### config.mk
export PLATFORM = sky130hd
export DESIGN_NAME = timed_input_queue
export DESIGN_NICKNAME = d
export VERILOG_FILES = /design/src/rtl/core/tiq_pkg.sv /design/src/rtl/core/timed_input_queue.sv /design/src/rtl/core/tiq_ram.sv
export SDC_FILE = /design/constraint.sdc
export NUM_CORES = 1
export LEC_CHECK = 0
export ABC_AREA = 1
export BUFFER_PORTS_ARGS = -buffer_cell sky130_fd_sc_hd__buf_2
export CELL_PAD_IN_SITES_DETAIL_PLACEMENT = 1
export CELL_PAD_IN_SITES_GLOBAL_PLACEMENT = 1
export CORE_MARGIN = 5
export CORE_UTILIZATION = 40
export DETAILED_ROUTE_END_ITERATION = 8
export PLACE_DENSITY = 0.73
export SLEW_MARGIN = 15
export SYNTH_ARGS = -nofsm -noshare
export SYNTH_HDL_FRONTEND = slang
export SYNTH_SLANG_ARGS = --single-unit
### constraint.sdc
create_clock -name clk -period 14.2 [get_ports clk]
set_input_delay 4.26 -clock clk [delete_from_list [all_inputs] [get_ports clk]]
set_output_delay 4.26 -clock clk [all_outputs]
set_load 0.01 [all_outputs]
### src/rtl/core/tiq_pkg.sv
`timescale 1ns / 1ps
// ----------------------------------------------------------------------------
// tiq_pkg
// Shared types and codes for the timed input queue.
// ----------------------------------------------------------------------------
package tiq_pkg;

  localparam logic [1:0] CMD_PUSH    = 2'd0;
  localparam logic [1:0] CMD_CONSUME = 2'd1;
  localparam logic [1:0] CMD_QUERY   = 2'd2;
  localparam logic [1:0] CMD_CLEAR   = 2'd3;

  localparam logic [2:0] ST_DONE     = 3'd0;
  localparam logic [2:0] ST_NONE     = 3'd1;
  localparam logic [2:0] ST_REPEAT   = 3'd2;
  localparam logic [2:0] ST_FULL     = 3'd3;
  localparam logic [2:0] ST_NOTFOUND = 3'd4;

  localparam int          CFG_INDEX_W  = 4;
  localparam logic [3:0]  REG_HOLD     = 4'd0;
  localparam logic [3:0]  REG_SPAM_GAP = 4'd1;
  localparam logic [15:0] HOLD_RESET   = 16'd300;
  localparam logic [15:0] SPAM_RESET   = 16'd100;

  localparam logic [3:0]  KIND_NONE    = 4'd0;

  typedef struct packed {
    logic [1:0]  command;
    logic [3:0]  kind;
    logic [31:0] now_ticks;
    logic [15:0] window_ticks;
  } cmd_item_t;

  typedef struct packed {
    logic [2:0] status;
    logic       found;
    logic [3:0] kind_out;
    logic [4:0] fill;
  } rsp_item_t;

  typedef struct packed {
    logic [3:0]  kind;
    logic [31:0] stamp;
  } entry_t;

  typedef enum logic [2:0] {
    S_IDLE,
    S_PUSH_RD,
    S_PUSH_CHK,
    S_SCAN,
    S_FINISH
  } state_t;

endpackage

### src/rtl/core/timed_input_queue.sv
`timescale 1ns / 1ps
// ----------------------------------------------------------------------------
// timed_input_queue
// Push: a read state, then a check state unless kind is none or the queue is
// empty. Clear goes straight to finish. Consume: scans n entries from the
// front (n <= fill). Query: front stale scan plus newest-first scan.
// One entry is read per cycle while scanning.
// Next command is accepted at the edge after the response goes valid.
// Reset clears pointers, count and handshake state; RAM is not cleared.
// ----------------------------------------------------------------------------
module timed_input_queue #(
  parameter int DEPTH = 16
) (
  input  logic                              clk,
  input  logic                              rst,
  input  logic                              cmd_valid,
  output logic                              cmd_stall,
  input  tiq_pkg::cmd_item_t                cmd_item,
  output logic                              rsp_valid,
  input  logic                              rsp_stall,
  output tiq_pkg::rsp_item_t                rsp_item,
  input  logic                              cfg_valid,
  output logic                              cfg_ready,
  input  logic [tiq_pkg::CFG_INDEX_W-1:0]   cfg_index,
  input  logic [15:0]                       cfg_data
);

  import tiq_pkg::*;

  localparam int AW = $clog2(DEPTH);
  localparam int CW = $clog2(DEPTH + 1);
  localparam logic [CW-1:0] DEPTH_C = CW'(DEPTH);
  localparam logic [CW:0]   DEPTH_W = (CW + 1)'(DEPTH);

  state_t          state, state_next;
  cmd_item_t       cur;
  logic [AW-1:0]   head;
  logic [CW-1:0]   count;
  logic [CW-1:0]   idx;
  logic            pend;
  logic            phase;     // query: 0 = stale scan from front, 1 = newest-first scan
  logic [15:0]     hold_ticks;
  logic [15:0]     spam_gap_ticks;
  logic [2:0]      res_status;
  logic            res_found;
  logic [3:0]      res_kind;

  logic            mem_we;
  logic [AW-1:0]   mem_waddr;
  logic [AW-1:0]   mem_raddr;
  logic [35:0]     mem_rdata;
  entry_t          rd_entry;
  entry_t          wr_entry;
  logic [CW-1:0]   rd_pos;

  logic [31:0]     age;
  logic            fresh;
  logic            in_window;
  logic            kind_match;
  logic            is_repeat;
  logic            accept;
  logic            rsp_free;

  logic            scan_fin;
  logic            scan_switch;
  logic            scan_issue;
  logic            do_drop;
  logic [CW-1:0]   drop_n;
  logic [2:0]      sc_status;
  logic            sc_found;
  logic [3:0]      sc_kind;
  logic            push_write;
  logic [CW+4:0]   fill_ext;

  function automatic logic [AW-1:0] slot_of(input logic [AW-1:0] base,
                                            input logic [CW-1:0] pos);
    logic [CW:0] sum;
    sum = {{(CW + 1 - AW){1'b0}}, base} + {1'b0, pos};
    if (sum >= DEPTH_W) begin
      sum = sum - DEPTH_W;
    end
    return sum[AW-1:0];
  endfunction

  tiq_ram #(
    .WIDTH ($bits(entry_t)),
    .DEPTH (DEPTH)
  ) u_store (
    .clk   (clk),
    .we    (mem_we),
    .waddr (mem_waddr),
    .wdata (wr_entry),
    .raddr (mem_raddr),
    .rdata (mem_rdata)
  );

  assign rd_entry   = entry_t'(mem_rdata);
  assign age        = cur.now_ticks - rd_entry.stamp;
  assign fresh      = age <= {16'd0, hold_ticks};
  assign in_window  = age <= {16'd0, cur.window_ticks};
  assign kind_match = rd_entry.kind == cur.kind;
  assign is_repeat  = kind_match && (age < {16'd0, spam_gap_ticks});
  assign accept     = cmd_valid && !cmd_stall;
  assign rsp_free   = !rsp_valid || !rsp_stall;
  assign cfg_ready  = 1'b1;
  assign fill_ext   = {5'd0, count};

  // Scan step: check the entry read last cycle, then decide to stop or read on.
  always_comb begin
    scan_fin    = 1'b0;
    scan_switch = 1'b0;
    scan_issue  = 1'b0;
    do_drop     = 1'b0;
    drop_n      = count;
    sc_status   = ST_NOTFOUND;
    sc_found    = 1'b0;
    sc_kind     = KIND_NONE;
    if (pend && cur.command == CMD_CONSUME && fresh) begin
      scan_fin  = 1'b1;
      do_drop   = 1'b1;
      drop_n    = idx;
      sc_status = ST_DONE;
      sc_found  = 1'b1;
      sc_kind   = rd_entry.kind;
    end else if (pend && cur.command == CMD_QUERY && !phase && fresh) begin
      scan_switch = 1'b1;
      do_drop     = 1'b1;
      drop_n      = idx - CW'(1);
    end else if (pend && cur.command == CMD_QUERY && phase && !in_window) begin
      scan_fin = 1'b1;
    end else if (pend && cur.command == CMD_QUERY && phase && kind_match) begin
      scan_fin  = 1'b1;
      sc_status = ST_DONE;
      sc_found  = 1'b1;
    end else if (idx == count) begin
      scan_fin = 1'b1;
      do_drop  = !phase;
    end else begin
      scan_issue = 1'b1;
    end
  end

  always_comb begin
    state_next = state;
    unique case (state)
      S_IDLE: begin
        if (accept) begin
          if (cmd_item.command == CMD_PUSH) begin
            state_next = S_PUSH_RD;
          end else if (cmd_item.command == CMD_CLEAR) begin
            state_next = S_FINISH;
          end else begin
            state_next = S_SCAN;
          end
        end
      end
      S_PUSH_RD: begin
        if (cur.kind == KIND_NONE || count == '0) begin
          state_next = S_FINISH;
        end else begin
          state_next = S_PUSH_CHK;
        end
      end
      S_PUSH_CHK: state_next = S_FINISH;
      S_SCAN: begin
        if (scan_fin) begin
          state_next = S_FINISH;
        end
      end
      S_FINISH: begin
        if (rsp_free) begin
          state_next = S_IDLE;
        end
      end
      default: state_next = S_IDLE;
    endcase
  end

  always_comb begin
    cmd_stall     = state != S_IDLE;
    push_write    = 1'b0;
    rd_pos        = idx;
    wr_entry.kind  = cur.kind;
    wr_entry.stamp = cur.now_ticks;
    unique case (state)
      S_PUSH_RD: begin
        push_write = cur.kind != KIND_NONE && count == '0;
        rd_pos     = count - CW'(1);
      end
      S_PUSH_CHK: push_write = !is_repeat && count != DEPTH_C;
      S_SCAN: begin
        if (phase) begin
          rd_pos = count - idx - CW'(1);
        end
      end
      default: rd_pos = idx;
    endcase
    mem_we    = push_write;
    mem_waddr = slot_of(head, count);
    mem_raddr = slot_of(head, rd_pos);
  end

  always_ff @(posedge clk) begin
    if (rst) begin
      state          <= S_IDLE;
      head           <= '0;
      count          <= '0;
      idx            <= '0;
      pend           <= 1'b0;
      phase          <= 1'b0;
      rsp_valid      <= 1'b0;
      hold_ticks     <= HOLD_RESET;
      spam_gap_ticks <= SPAM_RESET;
    end else begin
      state <= state_next;

      if (cfg_valid && cfg_ready) begin
        if (cfg_index == REG_HOLD) begin
          hold_ticks <= cfg_data;
        end else if (cfg_index == REG_SPAM_GAP) begin
          spam_gap_ticks <= cfg_data;
        end
      end

      if (state == S_FINISH && rsp_free) begin
        rsp_valid <= 1'b1;
      end else if (rsp_valid && !rsp_stall) begin
        rsp_valid <= 1'b0;
      end

      case (state)
        S_IDLE: begin
          if (accept) begin
            cur        <= cmd_item;
            idx        <= '0;
            pend       <= 1'b0;
            phase      <= 1'b0;
            res_status <= ST_DONE;
            res_found  <= 1'b0;
            res_kind   <= KIND_NONE;
            if (cmd_item.command == CMD_CLEAR) begin
              count <= '0;
              head  <= '0;
            end
          end
        end
        S_PUSH_RD: begin
          if (cur.kind == KIND_NONE) begin
            res_status <= ST_NONE;
          end else if (push_write) begin
            count <= count + CW'(1);
          end
        end
        S_PUSH_CHK: begin
          if (is_repeat) begin
            res_status <= ST_REPEAT;
          end else if (count == DEPTH_C) begin
            res_status <= ST_FULL;
          end else begin
            count <= count + CW'(1);
          end
        end
        S_SCAN: begin
          if (do_drop) begin
            if (drop_n >= count) begin
              count <= '0;
              head  <= '0;
            end else begin
              head  <= slot_of(head, drop_n);
              count <= count - drop_n;
            end
          end
          if (scan_fin) begin
            res_status <= sc_status;
            res_found  <= sc_found;
            res_kind   <= sc_kind;
          end
          if (scan_switch) begin
            phase <= 1'b1;
            idx   <= '0;
            pend  <= 1'b0;
          end else if (scan_issue) begin
            idx  <= idx + CW'(1);
            pend <= 1'b1;
          end
        end
        S_FINISH: begin
          if (rsp_free) begin
            rsp_item.status   <= res_status;
            rsp_item.found    <= res_found;
            rsp_item.kind_out <= res_kind;
            rsp_item.fill     <= fill_ext[4:0];
          end
        end
        default: ;
      endcase
    end
  end

endmodule

### src/rtl/core/tiq_ram.sv
`timescale 1ns / 1ps
// ----------------------------------------------------------------------------
// tiq_ram
// Simple dual-port RAM: one write port, one read port, registered read data.
// ----------------------------------------------------------------------------
module tiq_ram #(
  parameter int WIDTH = 36,
  parameter int DEPTH = 16
) (
  input  logic                     clk,
  input  logic                     we,
  input  logic [$clog2(DEPTH)-1:0] waddr,
  input  logic [WIDTH-1:0]         wdata,
  input  logic [$clog2(DEPTH)-1:0] raddr,
  output logic [WIDTH-1:0]         rdata
);

  logic [WIDTH-1:0] mem [DEPTH];

  always_ff @(posedge clk) begin
    if (we) begin
      mem[waddr] <= wdata;
    end
    rdata <= mem[raddr];
  end

endmodule

==> impl_metrics.yaml, run 1 <==
critical_path:
  cp_max_fo: 17
  crit_path_end_kind: "flop"
  worstSetupStartpointType: "flop"
  critPathSlowestCell: "edfxtp_1"
  critPathKind: "reg -> reg"
  critPathBufInv: 5
  required_ns: 14.76
  crit_arrival_ns: 7.05
  crit_top_cell: "nand2_1"
  max_stage_delay_ns: 0.63
  crit_family: "simple AND/OR/NAND/NOR gates"
clocking:
  path_clk_slew_ns: 0.06
  clock-root-buffer: "clkbuf_16"
  htreeDepth: 3
  cts_buffers: 81
  cts_hold_buf: 0
  cts.sinks: 739
  clock_path_buffers: 3
  cts_resized: 0
  cts_setup_buffers: 0
  cts_tree: "yes"
  clk-insertion-delay-late_ns: 0.65
placed_design:
  dpl_cell_area_sq_um: 34250
  dp_hpwl_microns: 56000
  place_congestion: 0.9085
  io_buffers: 93
sta:
  slew_headroom_pct: 21.56
  finalHoldViolations: 0
  period_needed_ns: 6.487
  skew_ns: 0.03921
  whs_ns: 0.4198
  period_share_pct: 45.68
  max_freq_mhz: 154.2
  final-setup-viol-count: 0
  rsz0062_at_grt: "false"
  slew_viol_final: 0
  worst_pin_slew_ns: 1.177
  finalSetupTns_ns: 0
global_routing:
  grt_max_degree: 174
  grtUsageTotal_pct: 21.58
  gr-total-overflow: 0
  grt_pass1_vias: 24485
  antenna_found_initial: 2
  grt_pass1_wl_microns: 145000
yosys:
  synth_cells: 2925
  yosys_warnings: 0
  ys.flop_type: "edfxtp_1"
  synth_edf_count: 651
  ys_seq_elements: 739
  ys_seq_area_share_pct: 65.42
  ys_types: 51
  synth_nets: 3112
  syn_avg_cell_area_sq_um: 11.14
  syn_area_sq_um: 32570
  ys_async_sr_fraction_pct: 0
floorplan:
  fp.dieArea_sq_um: 87240
  start_util_pct: 40.38
  ios: 95
  die_x_microns: 295.4
  row_count: 104
  core-area_sq_um: 80680
  dieHeight_microns: 295.4
flow_run:
  cap_violations: 0
power:
  finalPower_mw: 6.455
  ir_drop_mv: 0.08800
  p_per_area_nw_per_um2: 174.0
  power.leakage_nw: 13.99
final_layout:
  regArea_sq_um: 21310
  drive_gt1_share_pct: 10.40
  area_delta_synth_final_pct: 13.89
  num-fill-cells: 8598
  multi_input_area_sq_um: 9843
  diodes: 0
  final_nets: 3185
  fin_area_sq_um: 37100
routing:
  routed_wl_microns: 96090
  vias: 23006
  ant_nets: 0
  routedWlPerCell_microns: 23.28
  first_pass_iters: 5
  drtIter0Drc: 1872
  drc: 0
  viasPerCell: 5.575
min_path:
  worstHoldPathType: "reg -> reg"
run_status:
  status: "completed"
[flip-flops by register name, summed over array words and instances (netlist names), 4 cells and up]
| register | count |
|---|---|
| u_store.mem | 576 |
| cur | 54 |
| u_store.rdata | 36 |
| hold_ticks | 16 |
| spam_gap_ticks | 16 |
| rsp_item | 13 |
| count | 5 |
| idx | 5 |
| head | 4 |
| res_kind | 4 |
[worst register-to-register path, delay by kind of cell, from the launching register on]
kind	cells	cell delay (ns)
simple gates	15	2.66
fa+ha+maj	4	1.19
compound gates	6	1.08
flops	1	0.63
buf+inv	5	0.51
xor+xnor	1	0.38
[report_power, final]
part           internal [mW]  switching (mW)  total (mW)
registers               2.49          0.0763        2.56
logic                  0.531            1.12        1.65
clock network           1.34           0.899        2.24
total                   4.36            2.10        6.46
[Yosys cell counts (2+ instances only)]
| cell type | count | share of area, % |
|---|---|---|
| a31oi_1 | 2 | 0.038 |
| nand3_1 | 93 | 1.4 |
| nand4_1 | 16 | 0.31 |
| ha_1 | 102 | 3.9 |
| nand2_1 | 401 | 4.6 |
| edfxtp_1 | 651 | 60 |
| nor2_2 | 8 | 0.15 |
| nand3_4 | 2 | 0.11 |
| xnor2_1 | 7 | 0.19 |
| nor2_4 | 3 | 0.10 |
| nand3b_1 | 2 | 0.046 |
| or2_2 | 5 | 0.096 |
| inv_2 | 9 | 0.10 |
| fa_1 | 6 | 0.37 |
| buf_4 | 2 | 0.046 |
| o221ai_1 | 145 | 3.9 |
| a21oi_1 | 97 | 1.5 |
| and3_1 | 2 | 0.038 |
| o21bai_1 | 4 | 0.092 |
| nand2_2 | 14 | 0.27 |
| clkinv_1 | 4 | 0.046 |
| buf_2 | 6 | 0.092 |
| inv_1 | 274 | 3.2 |
| o21ai_1 | 7 | 0.11 |
| xor2_1 | 34 | 0.91 |
| dfxtp_1 | 88 | 5.4 |
| nor4_1 | 3 | 0.058 |
| o211ai_1 | 11 | 0.25 |
| clkbuf_1 | 123 | 1.4 |
| nand3_2 | 3 | 0.092 |
| a211oi_1 | 2 | 0.046 |
| o21ai_0 | 368 | 5.7 |
| nor2_1 | 397 | 4.6 |
| o2111ai_1 | 3 | 0.081 |
| nand4_2 | 2 | 0.077 |
| a221oi_1 | 2 | 0.054 |
| and2_1 | 2 | 0.038 |
| o22ai_1 | 4 | 0.077 |
| nor3_1 | 9 | 0.14 |
[routing by layer]
layer	GRT usage (%)	wire length, microns	up-vias	share of wire, %
met5	0	20	-	0.021
met4	6.130	2565	2	2.7
met2	37.42	47040	629	49
met3	3.403	5020	177	5.2
li1	-	-	10503	-
met1	28.29	41440	11695	43
[path summary, 6_finish.rpt]
| kind | from | to | slack, ns | depth (start not counted) |
|---|---|---|---|---|
| max | cur[16] | head[0] | 7.71 | 31 |
| min | res_found | rsp_item[9] | 0.42 | 0 |
| max reg2reg | cur[16] | head[0] | 7.71 | 31 |
| min reg2reg | res_found | rsp_item[9] | 0.42 | 0 |
[cells in the final DEF (no fill, tap or decap), drive strengths merged, types with 4 or more instances in the layout]
cell type and count:
inv 287, edfxtp 651, ha 102, o221ai 145, a21oi 98, nand3 98
o21ai 375, nand4 18, xnor2 8, nor2 409, o22ai 4, o21bai 4
clkbuf 103, clkinv 32, xor2 34, bufinv 13, nand2 416, nor3 9
buf 122, or2 5, clkinvlp 4, o211ai 12, fa 6, dfxtp 88
[logic make-up after synthesis]
kind of cell | share of synthesized area, %
xor gates and xnor gates | 1.152
AOI/OAI and AO/OA | 11.93
adders and majority gates | 4.287
DFF | 65.42
and+or+nand+nor | 12.33
buffers and inverters | 4.874
other | 0.01151
[cell type report]
| cell class | count | share of cell area, % |
|---|---|---|
| Inverter | 287 | 2.927 |
| Tap cell | 1060 | 3.575 |
| Timing Repair Buffer | 122 | 1.841 |
| Sequential cell | 739 | 57.44 |
| Multi-Input combinational cell | 1767 | 26.53 |
| Clock inverter | 49 | 1.774 |
| Clock buffer | 103 | 5.906 |
[per-stage QoR]
step | utilization (%) | setup slack [ns] | cells
global route | 45.98 | 7.219 | 4127
floorplan | - | 6.788 | 2925
CTS | 45.98 | 7.730 | 4127
detailed placement | 42.45 | 7.789 | 3975
finish | 45.98 | 7.713 | 4127
global placement | 42.45 | 8.126 | 3975
Power figures use the tool's default switching activity.
==> run 2: changes to the inputs <==
==> constraint.sdc (replaced) <==
create_clock -name clk -period 6.7 [get_ports clk]
set_input_delay 2.01 -clock clk [delete_from_list [all_inputs] [get_ports clk]]
set_output_delay 2.01 -clock clk [all_outputs]
set_load 0.01 [all_outputs]
==> impl_metrics.yaml, run 2 (synthesis results as in run 1) <==
sta:
  max_freq_mhz: 160.8
  finalHoldViolations: 0
  period_needed_ns: 6.218
  skew_ns: 0.03345
  finalSetupTns_ns: 0
  setup_ws_ns: 0.4824
  slew_headroom_pct: 19.00
  worst_pin_slew_ns: 1.215
  period_share_pct: 92.80
  slew_viol_final: 0
  whs_ns: 0.4244
  final-setup-viol-count: 0
final_layout:
  largestRegisters: "u_store.mem: 576 flops, cur: 54 flops, u_store.rdata: 36 flops"
  final_common_cell: "edfxtp_1"
  num-fill-cells: 8653
  area_delta_synth_final_pct: 14.81
  fin_area_sq_um: 37400
  diodes: 0
  final_nets: 3245
  largest_reg_flops: 576
  final_core_util_pct: 46.36
  final_cell_mix: "edfxtp_1 (651), nand2_1 (401), nor2_1 (380), o21ai_0 (368), inv_1 (273)"
  instances_no_fill: 4186
  drive_gt1_share_pct: 12.12
  top_register: "u_store.mem"
routing:
  vias: 23467
  viasPerCell: 5.606
  ant_nets: 0
  routedWlPerCell_microns: 23.32
  routed_wl_microns: 97630
  drc: 0
  first_pass_iters: 5
  drtIter0Drc: 1871
critical_path:
  critPathBufInv: 2
  max_stage_delay_ns: 0.55
  worstSetupStartpointType: "flop"
  critPathKind: "reg -> reg"
  critPathSlowestCell: "edfxtp_1"
  crit_path_end_kind: "flop"
  required_ns: 7.25
  crit_top_cell: "nand2_1"
  crit_arrival_ns: 6.77
  cp_max_fo: 11
  crit_family: "simple AND/OR/NAND/NOR gates"
  reg2reg_slack_ns: 0.48
run_status:
  status: "completed"
global_routing:
  gr-usage-met2_pct: 37.19
  top_usage_layer: "met2"
  grt_pass1_vias: 24461
  met1_usage_pct: 29.08
  grt_pass1_wl_microns: 146700
  gr-total-overflow: 0
  antenna_found_initial: 1
  use_met3_pct: 3.373
  grt_max_degree: 123
  grtUsageTotal_pct: 21.86
clocking:
  clock_path_buffers: 3
  cts.sinks: 739
  cts_tree: "yes"
  htreeDepth: 3
  clk-insertion-delay-late_ns: 0.64
  cts_buffers: 82
  path_clk_slew_ns: 0.06
  clock-root-buffer: "clkbuf_16"
power:
  p_clk_share_pct: 32.9
  p_per_area_nw_per_um2: 358.3
  finalPower_mw: 13.40
  p_sw_mw: 4.410
  p_sw_share_pct: 32.91
  p_comb_share_pct: 26.6
  seqPwrFrac_pct: 40.4
  power.leakage_nw: 14.21
  ir_drop_mv: 0.1868
  power.internal_mw: 8.990
placed_design:
  dp_worst_setup_slack_ns: 0.2953
  dp_hpwl_microns: 59070
  dpl.cell_count: 3989
  io_buffers: 93
  dpl_cell_area_sq_um: 34390
  place_congestion: 0.9164
floorplan:
  core-area_sq_um: 80680
  dieHeight_microns: 295.4
  fp.dieArea_sq_um: 87240
  ios: 95
  row_count: 104
  die_x_microns: 295.4
  start_util_pct: 40.38
min_path:
  worstHoldPathType: "reg -> reg"
flow_run:
  cap_violations: 0
-- run 2: power groups by stage --
stage	clock network, mW	registers, mW	logic (mW)
6_report	4.41	5.41	3.57
5_1_grt	4.70	5.43	4.01
4_1_cts	4.49	5.43	3.51
3_5_place_dp	0	5.52	3.48
3_3_place_gp	0	5.51	3.30
2_1_floorplan	0	5.46	2.39
-- run 2: area by class of cell --
| type | count | area [sq um] | share of cell area, % |
|---|---|---|---|
| flip-flops and latches | 739 | 21310 | 56.98 |
| multi-input cells | 1767 | 9868 | 26.39 |
| clock buffers | 111 | 2253 | 6.025 |
| well taps | 1060 | 1326 | 3.546 |
| repair buffers | 181 | 1176 | 3.145 |
| inverters | 287 | 1084 | 2.897 |
| clock inverters | 41 | 381.6 | 1.020 |
-- run 2: final timing paths --
kind	endpoint	from	cells after the start
max	head[0]	cur[17]	30
min	rsp_item[6]	res_kind[1]	0
max reg2reg	head[0]	cur[17]	30
min reg2reg	rsp_item[6]	res_kind[1]	0
-- run 2: worst register-to-register path: cells and delay by family (launching register included) --
family | cells | cell delay (ns)
AND/OR/NAND/NOR | 14 | 2.13
AO/OA/AOI/OAI | 10 | 1.70
adder cells (fa/ha/maj) | 3 | 0.95
flip-flops | 1 | 0.55
XOR/XNOR | 1 | 0.48
buffers and inverters | 2 | 0.33
-- run 2: metal layers --
metal,part of all wire (%),vias up
met5,0.013,-
met2,48,722
met4,2.9,2
met3,6.1,178
li1,-,10621
met1,43,11944
-- run 2: repair_timing --
| action | 4_1_cts | 5_1_grt |
|---|---|---|
| buffers inserted | 0 | 44 |
| setup endpoints to repair | 0 | 9 |
| hold buffers | 0 | 0 |
| gates resized for setup | 0 | 4 |
